==> src/hdl/wsts_pkg.sv <==
// ---------------------------------------------------------------------------
// wsts_pkg
// types and constants of the withstand test stage sequencer
// ---------------------------------------------------------------------------
package wsts_pkg;

    localparam int TIME_W  = 14;
    localparam int COUNT_W = 16;
    localparam int BOUND_W = 17;
    localparam int STAGE_W = 3;
    localparam int INDEX_W = 3;

    // stage codes
    localparam logic [STAGE_W-1:0] ST_READY    = 3'd0;
    localparam logic [STAGE_W-1:0] ST_RISE     = 3'd1;
    localparam logic [STAGE_W-1:0] ST_CHANGE   = 3'd2;
    localparam logic [STAGE_W-1:0] ST_TEST     = 3'd3;
    localparam logic [STAGE_W-1:0] ST_FALL     = 3'd4;
    localparam logic [STAGE_W-1:0] ST_CONTINUE = 3'd5;
    localparam logic [STAGE_W-1:0] ST_OVER     = 3'd6;

    // item kinds
    localparam logic KIND_TICK  = 1'b0;
    localparam logic KIND_START = 1'b1;

    // register indexes
    localparam logic [INDEX_W-1:0] REG_RISE  = 3'd0;
    localparam logic [INDEX_W-1:0] REG_GAP   = 3'd1;
    localparam logic [INDEX_W-1:0] REG_HOLD  = 3'd2;
    localparam logic [INDEX_W-1:0] REG_FALL  = 3'd3;
    localparam logic [INDEX_W-1:0] REG_FIRST = 3'd4;
    localparam logic [INDEX_W-1:0] REG_LAST  = 3'd5;

    localparam logic [BOUND_W-1:0] ENDLESS_LIMIT = 17'd9999;

    // endless display wrap period
    localparam int WRAP_STEP = 10000;

    typedef struct packed {
        logic               endless;
        logic               set_level;
        logic               ramp_start;
        logic               ramping;
        logic [TIME_W-1:0]  stage_time;
        logic [STAGE_W-1:0] stage;
    } result_t;

endpackage

==> src/hdl/withstand_test_stage_sequencer.sv <==
// ---------------------------------------------------------------------------
// withstand_test_stage_sequencer
// stage sequencing of one high-voltage test step from timer ticks
// ---------------------------------------------------------------------------
// One input transfer (a timer tick or a step start) gives one result transfer.
// A transfer can be taken every cycle while the output is not stalled by m_tready; the result
// passes through the input register, the combinational stage classification and the result
// register. The elapsed count, endless flag and finished flag are updated as each item
// passes the classification stage.
// Configuration is written through cfg_wr_en, cfg_index and cfg_data.
module withstand_test_stage_sequencer (
    input  logic                          aclk,
    input  logic                          aresetn,
    input  logic                          cfg_wr_en,
    input  logic [wsts_pkg::INDEX_W-1:0]  cfg_index,
    input  logic [wsts_pkg::TIME_W-1:0]   cfg_data,
    input  logic                          s_tvalid,
    output logic                          s_tready,
    input  logic [7:0]                    s_tdata,   // fail_seen
    input  logic [0:0]                    s_tuser,   // kind
    output logic                          m_tvalid,
    input  logic                          m_tready,
    // stage, stage_time, ramping, ramp_start, set_level, endless, zero fill
    output logic [23:0]                   m_tdata
);
    import wsts_pkg::*;

    logic [TIME_W-1:0]  rise_reg, gap_reg, hold_reg, fall_reg;
    logic               first_reg, last_reg;

    logic               in_valid_reg, in_kind_reg, in_fail_reg;
    logic               out_valid_reg;
    result_t            res_reg, res_next;

    logic [COUNT_W-1:0] elapsed_reg, elapsed_next;
    logic               endless_reg, endless_next;
    logic               finished_reg, finished_next;

    logic               advance;
    logic [BOUND_W-1:0] b1, b2, b3, b4, ev, t17;
    logic [COUNT_W-1:0] e_inc, wrap_rem;
    logic [STAGE_W-1:0] end_stage;

    assign advance  = in_valid_reg && (!out_valid_reg || m_tready);
    assign s_tready = !in_valid_reg || advance;
    assign m_tvalid = out_valid_reg;
    assign m_tdata  = {3'b000, res_reg};

    // configuration
    always_ff @(posedge aclk) begin
        if (!aresetn) begin
            rise_reg  <= '0;
            gap_reg   <= '0;
            hold_reg  <= '0;
            fall_reg  <= '0;
            first_reg <= 1'b1;
            last_reg  <= 1'b1;
        end else if (cfg_wr_en) begin
            case (cfg_index)
                REG_RISE:  rise_reg  <= cfg_data;
                REG_GAP:   gap_reg   <= cfg_data;
                REG_HOLD:  hold_reg  <= cfg_data;
                REG_FALL:  fall_reg  <= cfg_data;
                REG_FIRST: first_reg <= cfg_data[0];
                REG_LAST:  last_reg  <= cfg_data[0];
                default: ;
            endcase
        end
    end

    // stage boundaries and endless wrap remainder
    always_comb begin
        b1 = first_reg ? {3'b000, rise_reg} : '0;
        b2 = b1 + {3'b000, gap_reg};
        b3 = b2 + {3'b000, hold_reg};
        b4 = last_reg ? b3 + {3'b000, fall_reg} : b3;
        e_inc = elapsed_reg + 16'd1;
        ev = {1'b0, e_inc};
        end_stage = (hold_reg != '0 && !last_reg) ? ST_CONTINUE : ST_OVER;
        wrap_rem = e_inc;
        for (int k = 1; k < 7; k++) begin
            if (e_inc >= COUNT_W'(k * WRAP_STEP)) begin
                wrap_rem = e_inc - COUNT_W'(k * WRAP_STEP);
            end
        end
    end

    // classification
    always_comb begin
        elapsed_next  = elapsed_reg;
        endless_next  = endless_reg;
        finished_next = finished_reg;
        res_next      = '0;
        t17           = ev - b1;
        if (in_kind_reg == KIND_START) begin
            elapsed_next     = '0;
            endless_next     = 1'b0;
            finished_next    = 1'b0;
            res_next.stage   = ST_READY;
            res_next.ramping = 1'b1;
        end else if (finished_reg) begin
            res_next.stage = end_stage;
        end else begin
            elapsed_next = e_inc;
            if (hold_reg == '0) begin
                if (endless_reg) begin
                    if (wrap_rem == '0) begin
                        elapsed_next = '0;
                    end
                    res_next.stage      = ST_TEST;
                    res_next.stage_time = wrap_rem[TIME_W-1:0];
                end else if (e_inc == '0) begin
                    res_next.stage   = ST_READY;
                    res_next.ramping = 1'b1;
                end else if (ev <= b1) begin
                    res_next.stage      = ST_RISE;
                    res_next.stage_time = e_inc[TIME_W-1:0];
                    res_next.ramping    = 1'b1;
                    res_next.ramp_start = (e_inc == 16'd1);
                end else begin
                    res_next.set_level = (ev == b1 + 17'd1);
                    if (in_fail_reg) begin
                        finished_next  = 1'b1;
                        res_next.stage = ST_OVER;
                    end else begin
                        if (t17 >= ENDLESS_LIMIT) begin
                            elapsed_next = '0;
                            endless_next = 1'b1;
                        end
                        res_next.stage      = ST_TEST;
                        res_next.stage_time = t17[TIME_W-1:0];
                    end
                end
            end else if (e_inc == '0) begin
                res_next.stage   = ST_READY;
                res_next.ramping = 1'b1;
            end else if (ev <= b1) begin
                res_next.stage      = ST_RISE;
                res_next.stage_time = e_inc[TIME_W-1:0];
                res_next.ramping    = 1'b1;
                res_next.ramp_start = (e_inc == 16'd1);
            end else if (ev <= b2) begin
                res_next.stage      = ST_CHANGE;
                res_next.stage_time = t17[TIME_W-1:0];
                res_next.ramping    = 1'b1;
            end else if (ev <= b3) begin
                res_next.stage      = ST_TEST;
                res_next.stage_time = TIME_W'(ev - b2);
                res_next.set_level  = (ev == b1 + 17'd1);
            end else if (ev <= b4) begin
                res_next.stage      = ST_FALL;
                res_next.stage_time = TIME_W'(ev - b3);
                res_next.ramping    = 1'b1;
                res_next.ramp_start = (ev - b3 == 17'd1);
            end else begin
                finished_next  = 1'b1;
                res_next.stage = end_stage;
            end
        end
        res_next.endless = endless_next;
    end

    always_ff @(posedge aclk) begin
        if (!aresetn) begin
            in_valid_reg  <= 1'b0;
            out_valid_reg <= 1'b0;
            elapsed_reg   <= '0;
            endless_reg   <= 1'b0;
            finished_reg  <= 1'b0;
        end else begin
            if (s_tready) begin
                in_valid_reg <= s_tvalid;
            end
            if (advance) begin
                out_valid_reg <= 1'b1;
                elapsed_reg   <= elapsed_next;
                endless_reg   <= endless_next;
                finished_reg  <= finished_next;
            end else if (m_tready) begin
                out_valid_reg <= 1'b0;
            end
        end
    end

    always_ff @(posedge aclk) begin
        if (s_tready) begin
            in_kind_reg <= s_tuser[0];
            in_fail_reg <= s_tdata[0];
        end
        if (advance) begin
            res_reg <= res_next;
        end
    end

`ifndef NO_ASSERTIONS
    a_start_clears: assert property (@(posedge aclk) disable iff (!aresetn)
        (advance && in_kind_reg == KIND_START)
        |=> (elapsed_reg == '0 && !finished_reg && !endless_reg))
        else $error("start transfer did not clear the step state");

    a_finished_holds: assert property (@(posedge aclk) disable iff (!aresetn)
        (advance && in_kind_reg == KIND_TICK && finished_reg)
        |=> (finished_reg && $stable(elapsed_reg)))
        else $error("tick changed state after step end");

    a_ramp_start_ramping: assert property (@(posedge aclk) disable iff (!aresetn)
        (out_valid_reg && res_reg.ramp_start) |-> res_reg.ramping)
        else $error("ramp start without ramping");

    a_stage_code: assert property (@(posedge aclk) disable iff (!aresetn)
        out_valid_reg |-> (res_reg.stage <= ST_OVER))
        else $error("result stage code out of range");

    a_ready_when_empty: assert property (@(posedge aclk) disable iff (!aresetn)
        !in_valid_reg |-> s_tready)
        else $error("input stalled with an empty input register");
`endif

endmodule
==> config.mk <==
export PLATFORM = sky130hd
export DESIGN_NAME = withstand_test_stage_sequencer
export DESIGN_NICKNAME = d
export VERILOG_FILES = /design/src/hdl/wsts_pkg.sv /design/src/hdl/withstand_test_stage_sequencer.sv
export SDC_FILE = /design/constraint.sdc
export NUM_CORES = 1
export LEC_CHECK = 0
export BUFFER_PORTS_ARGS = -buffer_cell sky130_fd_sc_hd__buf_2
export CAP_MARGIN = 0
export CORE_MARGIN = 8
export CORE_UTILIZATION = 43
export CTS_BUF_LIST = sky130_fd_sc_hd__clkbuf_16
export DETAILED_ROUTE_END_ITERATION = 12
export GPL_ROUTABILITY_DRIVEN = 1
export MAX_ROUTING_LAYER = met4
export PLACE_DENSITY = 0.59
export SKIP_LAST_GASP = 1
export SYNTH_ARGS = -nofsm -noshare
export SYNTH_HDL_FRONTEND = slang
export SYNTH_SLANG_ARGS = --single-unit
==> constraint.sdc <==
create_clock -name aclk -period 9.96 [get_ports aclk]
set_clock_uncertainty 0.1 [all_clocks]
set_input_delay 1.494 -clock aclk [delete_from_list [all_inputs] [get_ports aclk]]
set_output_delay 1.494 -clock aclk [all_outputs]
set_load 0.005 [all_outputs]
==> results.txt, run 1 <==
status -> finished, final reports clean
max_slew headroom -> 0.189
ys async rst share -> 0
total core area -> 27800 um^2
hold_sp -> gap_reg[0]
number of synthesized flops with an enable pin -> 23
CP most frequent cell -> ha_1
routed wire length on met2 -> 19100 um
Final Wtd Congestion -> 0.960
worst slew pin tran -> 1190 ps
H-Tree Level Count -> 3
arrival time at the worst endpoint -> 8900 ps
Metal-1 WL -> 19500 um
Top Layer Used -> met4
CTS Buffer Depth -> 2
Clock Root Buffer -> clkbuf_16
Leakage -> 5.29 nW
post-CTS resize count -> 0
mean post-synth cell area -> 7.42 um^2
P per Cell Area -> 93.9 nW/um^2
max FFs per register -> 21
synth top area cells -> dfxtp_1 (13%), ha_1 (12%), nand2_1 (7.7%), edfxtp_1 (5.7%), xnor2_1 (5.4%)
share of cells above drive strength 1 -> 0.0824
Antenna diodes -> 0
grt ovf -> 0
Hold Path Stages -> 2
met3 WL -> 2580 um
Rows -> 61
die width -> 184 um
placed cells -> 2000
fin cells -> 2016
R2R Path End -> m_tdata[18]
max cap viols -> 0
# clock sinks -> 101
largest net degree at the start of global routing -> 65
setup TNS -> 0 ps
clock slew at reported path FFs -> 80 ps
first-pass GRT wire length -> 66600 um
drt pass-1 iters -> 6
vias in the first global route -> 11.6k
Worst R2R Start -> first_reg
Synth-to-Final Area Change -> 6.46%
reg2reg path depth -> 32
Avg WL per Cell -> 21.2 um
Post-synth top cells -> nand2_1 (250), ha_1 (113), a21oi_1 (107), nor2_1 (94), inv_1 (83)
most numerous cell in the Yosys netlist -> nand2_1
initial antenna violation count -> 0
Fmax achieved -> 114 MHz
register area -> 2250 um^2
Worst Setup Start Kind -> register
WS Path Type -> register to register
vias per inst -> 6.11
total CTS buffers -> 9
Multi-input gate area -> 9170 um^2
R2R setup slack -> 1180 ps
FILL cells -> 2920
Syn Std Cell Area -> 12100 um^2
Hold WC Path Type -> register to register
Mapped Cells -> 1637
FF+latch count, synth -> 101
synth warn -> 0
die area -> 33900 um^2
CP max stage cell -> dfxtp_1
PnR Total Power -> 1.21 mW
final worst path period share -> 0.881
Synth cell types -> 105
leading area contributor after synthesis -> dfxtp_1
Initial Util -> 0.437
final WL -> 42800 um
CTS tree -> done
PortBufs -> 46
max-slew violations -> 0
Hold-fix buffers, CTS -> 0
worst vdd ir -> 107 uV
Clk Latency, worst-skew pair -> 380 ps
Main synth FF type -> dfxtp_1
Global Route Usage Sum -> 0.258
final number of setup-violating endpoints -> 0
sequential-to-total area share from yosys stat -> 0.185
Final Hold Viols -> 0
layout net count -> 1781
CP max FO -> 33
IO Pins -> 57
via count -> 12.3k
fin crit period -> 8780 ps
DRC -> 0
Iteration-0 DRC Markers -> 1332
RSZ-0062 raised after global routing -> false
Req. time, crit path -> 10080 ps
Critical Path Sink Type -> register
Antenna Nets Post-Route -> 0
postcts setup bufs -> 0
WHS Endpoint -> gap_reg[0]
Worst path max stage delay -> 960 ps
Die Ht -> 184 um
Yosys top cell area share -> 0.129
dpl hpwl -> 33300 um
[final cells by class]
cell class,count,area share
Multi-Input combinational cell,1360,0.709
Clock inverter,7,0.00513
Timing Repair Buffer,67,0.0300
Tap cell,378,0.0366
Inverter,94,0.0275
Clock buffer,9,0.0174
Sequential cell,101,0.174
[per-layer routing]
metal | track usage | vias up
met1 | 0.335 | 5785
met5 | - | -
met3 | 0.0314 | 98
met2 | 0.407 | 462
li1 | - | 5978
met4 | 0.0971 | 0
[through the flow]
stage           util  setup slack [ps]  hold WS (ps)  cell area (um^2)
6_report       0.466              1180           370             12900
5_1_grt        0.466               542           398             12900
4_1_cts        0.466              1170           374             12900
3_5_place_dp   0.455              1190           362             12600
3_3_place_gp   0.455              1430           358             12600
2_1_floorplan      -              2280           348             12200
[report_power, final]
part | switching (mW) | total [mW] | leakage (nW) | internal [mW]
clock | 0.189 | 0.366 | 0.148 | 0.176
sequential | 0.0103 | 0.444 | 0.855 | 0.434
combinational | 0.257 | 0.404 | 4.28 | 0.147
[cells by family (layout without fill, tap and decap cells)]
family,count (synthesis),after routing,share of synthesized area
AND/OR/NAND/NOR,621,621,0.253
adder cells (fa/ha/maj),119,119,0.125
buffers and inverters,178,177,0.0606
multiplexers,16,16,0.0136
flip-flops,101,101,0.185
AO/OA/AOI/OAI,493,493,0.281
other,1,3,0.000309
XOR/XNOR,108,108,0.0816
[worst max-delay path: cells and delay by family, from the launching register on]
kind,cells,cell delay [ps]
buf+inv,2,340
fa+ha+maj,5,1590
compound gates,12,2440
simple gates,9,2120
xor+xnor,4,1080
flops,1,960
[how the worst max path moves through the flow]
| stage | depth (start not counted) | from | to | slack (ps) |
|---|---|---|---|---|
| final | 32 | first_reg | m_tdata[18] | 1180 |
| after global routing | 32 | first_reg | m_tdata[18] | 540 |
| after CTS | 32 | first_reg | m_tdata[18] | 1170 |
| after detailed placement | 32 | first_reg | m_tdata[18] | 1190 |
| after global placement | 32 | first_reg | m_tdata[18] | 1430 |
| after floorplan | 34 | first_reg | m_tdata[18] | 2280 |
[layout by cell type (no fill, tap or decap), drive strengths merged, types with 15 or more instances in the layout]
cell type,n
a21oi,108
nor2b,22
nor3,45
nand4,33
buf,67
dfxtp,78
o21a,15
a21boi,67
o21ai,85
xnor2,80
edfxtp,23
nor4,25
nand2,252
a211oi,17
and2,17
ha,113
a21o,42
inv,97
a31oi,18
nand3,52
xor2,28
nor2,95
Note: power is estimated with default switching activity, not from simulation.
==> run 2, diff against run 1 <==
--- a/config.mk
+++ b/config.mk
@@ -13,7 +13,7 @@
 export DETAILED_ROUTE_END_ITERATION = 12
 export GPL_ROUTABILITY_DRIVEN = 1
 export MAX_ROUTING_LAYER = met4
-export PLACE_DENSITY = 0.59
+export PLACE_DENSITY = 0.61
 export SKIP_LAST_GASP = 1
 export SYNTH_ARGS = -nofsm -noshare
 export SYNTH_HDL_FRONTEND = slang
==> run 2 against run 1 <==
Effect of this change:
- count of clock-buffer cells in the layout rose by 1
- sequential share of layout area barely moved
- final cell count barely moved
==> results.txt, run 2 (synthesized netlist as in run 1, its figures left out) <==
CTS tree -> done
commonest non-fill, non-tap cell in the layout -> nand2_1
Hold WS -> 375 ps (+4.94 ps)
H-Tree Level Count -> 3 (unchanged)
Die Ht -> 184 um (unchanged)
Global Route Usage Sum -> 0.253 (-0.00501)
post-CTS resize count -> 0 (unchanged)
PortBufs -> 46 (unchanged)
final number of setup-violating endpoints -> 0 (unchanged)
fin crit period -> 8810 ps (+36.1 ps)
total core area -> 27800 um^2 (unchanged)
first-pass GRT wire length -> 65800 um (-1.3%)
Rows -> 61 (unchanged)
final WL -> 42500 um (-0.57%)
layout net count -> 1778 (-0.17%)
worst vdd ir -> 68.9 uV (-36%)
setup TNS -> 0 ps (unchanged)
die width -> 184 um (unchanged)
FILL cells -> 2893 (-0.92%)
Hold-fix buffers, CTS -> 0 (unchanged)
status -> finished, final reports clean
Hold Path Stages -> 2 (unchanged)
arrival time at the worst endpoint -> 8930 ps (+30 ps)
die area -> 33900 um^2 (unchanged)
clock slew at reported path FFs -> 80 ps (about the same)
P per Cell Area -> 96.0 nW/um^2 (+2.3%)
CP max stage cell -> dfxtp_1
Worst Setup Start Kind -> register
reg2reg path depth -> 32 (unchanged)
CP most frequent cell -> ha_1
WHS Endpoint -> gap_reg[0]
via count -> 12.4k (+0.98%)
Hold WC Path Type -> register to register
R2R Path End -> m_tdata[18]
drt pass-1 iters -> 6 (unchanged)
Antenna Nets Post-Route -> 0 (unchanged)
CTS Buffer Depth -> 2 (unchanged)
Final Wtd Congestion -> 0.945 (-1.6%)
vias in the first global route -> 11.5k (-0.18%)
Critical Path Sink Type -> register
max_slew headroom -> 0.230 (+0.0406)
total CTS buffers -> 9 (unchanged)
hold_sp -> gap_reg[0]
Clk Latency, worst-skew pair -> 360 ps (-20 ps)
Core Util, Final -> 0.466 (+0.000900)
Worst path max stage delay -> 980 ps (+20 ps)
Synth-to-Final Area Change -> 6.66%
dpl hpwl -> 32800 um (-1.4%)
# clock sinks -> 101 (unchanged)
max FFs per register -> 21 (unchanged)
Avg WL per Cell -> 21.1 um (-0.47%)
largest net degree at the start of global routing -> 65 (unchanged)
final worst path period share -> 0.885 (+0.00362)
Worst R2R Start -> first_reg
WS Path Type -> register to register
worst slew pin tran -> 1130 ps (-59.3 ps)
initial antenna violation count -> 1 (+1)
Req. time, crit path -> 10080 ps (about the same)
max cap viols -> 0 (unchanged)
DRC -> 0 (unchanged)
IO Pins -> 57 (unchanged)
Fmax achieved -> 113 MHz (-0.41%)
postcts setup bufs -> 0 (unchanged)
share of cells above drive strength 1 -> 0.0820 (-0.000460)
Clock Root Buffer -> clkbuf_16
Final Hold Viols -> 0 (unchanged)
Iteration-0 DRC Markers -> 1411 (+5.9%)
Leakage -> 5.29 nW (about the same)
CP max FO -> 33 (unchanged)
vias per inst -> 6.18 (+1.1%)
commonest cells after routing, fill and taps aside -> nand2_1 (250), ha_1 (113), a21oi_1 (107)
Initial Util -> 0.437 (unchanged)
grt ovf -> 0 (unchanged)
R2R setup slack -> 1150 ps (-40 ps)
RSZ-0062 raised after global routing -> false
max-slew violations -> 0 (unchanged)
[run 2: changes by cell type in the layout (fill, tap and decap cells not counted)]
cell and change:
clkinv_8 -1, bufinv_16 +1, inv_4 -1, buf_4 -3
clkbuf_16 +1, inv_8 +1, nor3_1 -1, nor3_2 +1
diode_2 +1, inv_1 -1
[run 2: critical path, delay by kind of cell (launching register included)]
kind | cells | cell delay [ps]
fa+ha+maj | 5 | 1570
buf+inv | 2 | 350
flops | 1 | 980
compound gates | 12 | 2490
xor+xnor | 4 | 1030
simple gates | 9 | 2140
[run 2: per-layer routing]
layer  up-vias  track usage  wire length, um
met5         -            -                0
met4         0       0.0936             1440
met3       100       0.0328             3280
met2       572        0.385            18500
met1      5807        0.339            19300
li1       5965            -                -
[run 2: worst max path at each step]
stage	startpoint	to	slack, ps	depth (start not counted)
after floorplan	first_reg	m_tdata[18]	2280	34
after global placement	first_reg	m_tdata[18]	1410	32
after detailed placement	first_reg	m_tdata[18]	1260	32
after CTS	first_reg	m_tdata[18]	1270	32
after global routing	first_reg	m_tdata[11]	620	33
final	first_reg	m_tdata[18]	1150	32
[run 2: final cells by class]
| type | count | area (um^2) | area share |
|---|---|---|---|
| well taps | 378 | 473 | 0.0365 |
| inverters | 94 | 355 | 0.0274 |
| flip-flops and latches | 101 | 2250 | 0.174 |
| diodes | 1 | 2.50 | 0.000193 |
| clock inverters | 6 | 81.3 | 0.00628 |
| multi-input cells | 1360 | 9180 | 0.708 |
| clock buffers | 10 | 250 | 0.0193 |
| repair buffers | 64 | 365 | 0.0282 |
[run 2: power by group]
group	total [mW]	internal (mW)	switching (mW)
sequential	0.444	0.434	0.0105
clock	0.397	0.217	0.180
combinational	0.402	0.147	0.255
total	1.24	0.798	0.445
[run 2: through the flow]
stage / cell area [um^2] / setup WS (ps) / cells / total power, mW
final: 13000 / 1150 / 2014 / 1.24
after global routing: 13000 / 616 / 2014 / 1.30
after CTS: 13000 / 1270 / 2013 / 1.24
after detailed placement: 12600 / 1260 / 1997 / 0.844
after global placement: 12600 / 1410 / 1997 / 0.841
after floorplan: 12200 / 2280 / 1639 / 0.730
==> run 3, diff against run 2 <==
==> constraint.sdc (replaced) <==
create_clock -name aclk -period 10 [get_ports aclk]
set_clock_uncertainty 0.1 [all_clocks]
set_input_delay 1.5 -clock aclk [delete_from_list [all_inputs] [get_ports aclk]]
set_output_delay 1.5 -clock aclk [all_outputs]
set_load 0.005 [all_outputs]
==> run 3 against run 2 <==
Effect of this change:
- routed wire length is 0.46% higher
- non-clock buffer count is 1 higher
- sequential power hardly changed
- largest cell class unchanged
==> results.txt, run 3 (synthesized netlist as in run 1, its figures left out) <==
status -> finished, final reports clean
Clock Root Buffer -> clkbuf_16
share of cells above drive strength 1 -> 0.0825 (+0.000561)
crit path launch -> first_reg
Req. time, crit path -> 10120 ps (+40 ps)
Worst Setup Start Kind -> register
postcts setup bufs -> 0 (unchanged)
via count -> 12.4k (-0.35%)
worst vdd ir -> 124 uV (+80%)
Antenna diodes -> 0 (-1)
largest net degree at the start of global routing -> 65 (unchanged)
Rows -> 61 (unchanged)
Hold-fix buffers, CTS -> 0 (unchanged)
vias in the first global route -> 11.5k (-0.38%)
arrival time at the worst endpoint -> 8850 ps (-80 ps)
final worst path period share -> 0.873 (-0.0114)
Worst R2R Start -> first_reg
post-CTS resize count -> 0 (unchanged)
CP most frequent cell -> ha_1
grt ovf -> 0 (unchanged)
Hold WC Path Type -> register to register
commonest cells after routing, fill and taps aside -> nand2_1 (250), ha_1 (113), a21oi_1 (107)
Clk Latency, worst-skew pair -> 390 ps (+30 ps)
vias per inst -> 6.16 (-0.35%)
max FFs per register -> 21 (unchanged)
CTS tree -> done
final WL -> 42700 um (+0.46%)
final number of setup-violating endpoints -> 0 (unchanged)
total CTS buffers -> 9 (unchanged)
PortBufs -> 46 (unchanged)
Worst path max stage delay -> 950 ps (-30 ps)
commonest non-fill, non-tap cell in the layout -> nand2_1
fin crit period -> 8730 ps (-78.5 ps)
die area -> 33900 um^2 (unchanged)
Antenna Nets Post-Route -> 0 (unchanged)
initial antenna violation count -> 0 (-1)
max cap viols -> 0 (unchanged)
worst slew pin tran -> 1110 ps (-13.6 ps)
Synth-to-Final Area Change -> 6.38%
RSZ-0062 raised after global routing -> false
layout net count -> 1779 (+0.056%)
H-Tree Level Count -> 3 (unchanged)
max_slew headroom -> 0.239 (+0.00932)
Final Hold Viols -> 0 (unchanged)
first-pass GRT wire length -> 66000 um (+0.39%)
hold_sp -> gap_reg[0]
Global Route Usage Sum -> 0.256 (+0.00287)
die width -> 184 um (unchanged)
CP max stage cell -> dfxtp_1
max-slew violations -> 0 (unchanged)
CTS Buffer Depth -> 2 (unchanged)
DRC -> 0 (unchanged)
IO Pins -> 57 (unchanged)
# clock sinks -> 101 (unchanged)
Initial Util -> 0.437 (unchanged)
Critical Path Sink Type -> register
Fmax achieved -> 115 MHz (+0.90%)
dpl hpwl -> 33000 um (+0.53%)
setup TNS -> 0 ps (unchanged)
Final Wtd Congestion -> 0.953 (+0.91%)
CP max FO -> 33 (unchanged)
WS Path Type -> register to register
P per Cell Area -> 93.9 nW/um^2 (-2.1%)
total core area -> 27800 um^2 (unchanged)
drt pass-1 iters -> 6 (unchanged)
Leakage -> 5.27 nW (-0.32%)
Iteration-0 DRC Markers -> 1393 (-1.3%)
Avg WL per Cell -> 21.2 um (+0.46%)
Core Util, Final -> 0.465 (-0.00126)
Hold WS -> 381 ps (+6.40 ps)
Die Ht -> 184 um (unchanged)
clock slew at reported path FFs -> 80 ps (about the same)
## run 3: power breakdown
group          switching, mW  leakage [nW]  internal, mW  total, mW
logic                  0.253          4.27         0.146      0.400
clock network          0.195         0.143         0.176      0.371
registers             0.0105         0.855         0.432      0.443
## run 3: cell type report
type                    count  area, um^2
fillers                  2899       14900
repair buffers             65         373
inverters                  94         355
clock inverters             7        66.3
flip-flops and latches    101        2250
multi-input cells        1360        9180
well taps                 378         473
clock buffers               9         225
## run 3: final timing paths
kind                            slack (ps)  cells after the start           to
worst max-delay path                  1270                     32  m_tdata[18]
worst max register to register        1270                     32  m_tdata[18]
worst min-delay path                   380                      2   gap_reg[0]
worst min register to register         380                      2   gap_reg[0]
## run 3: critical path, delay by kind of cell (launching register included)
family	cells	cell delay [ps]
AOI/OAI and AO/OA	12	2500
and+or+nand+nor	9	2090
adders and majority gates	5	1590
xor gates and xnor gates	4	990
DFF	1	950
buffers and inverters	2	350
## run 3: routing by layer
layer	GRT usage	up-vias	wire length, um
met5	-	-	0
met4	0.0987	0	1620
met3	0.0316	108	2750
met2	0.386	491	18400
met1	0.345	5826	20000
li1	-	5976	-
## run 3: stage by stage
step | power (mW) | instance area, um^2 | cells | setup WS [ps]
2_1_floorplan | 0.727 | 12200 | 1639 | 2320
3_3_place_gp | 0.839 | 12600 | 1998 | 1490
3_5_place_dp | 0.842 | 12600 | 1998 | 1340
4_1_cts | 1.21 | 12900 | 2014 | 1290
5_1_grt | 1.27 | 12900 | 2014 | 534
6_report | 1.21 | 12900 | 2014 | 1270
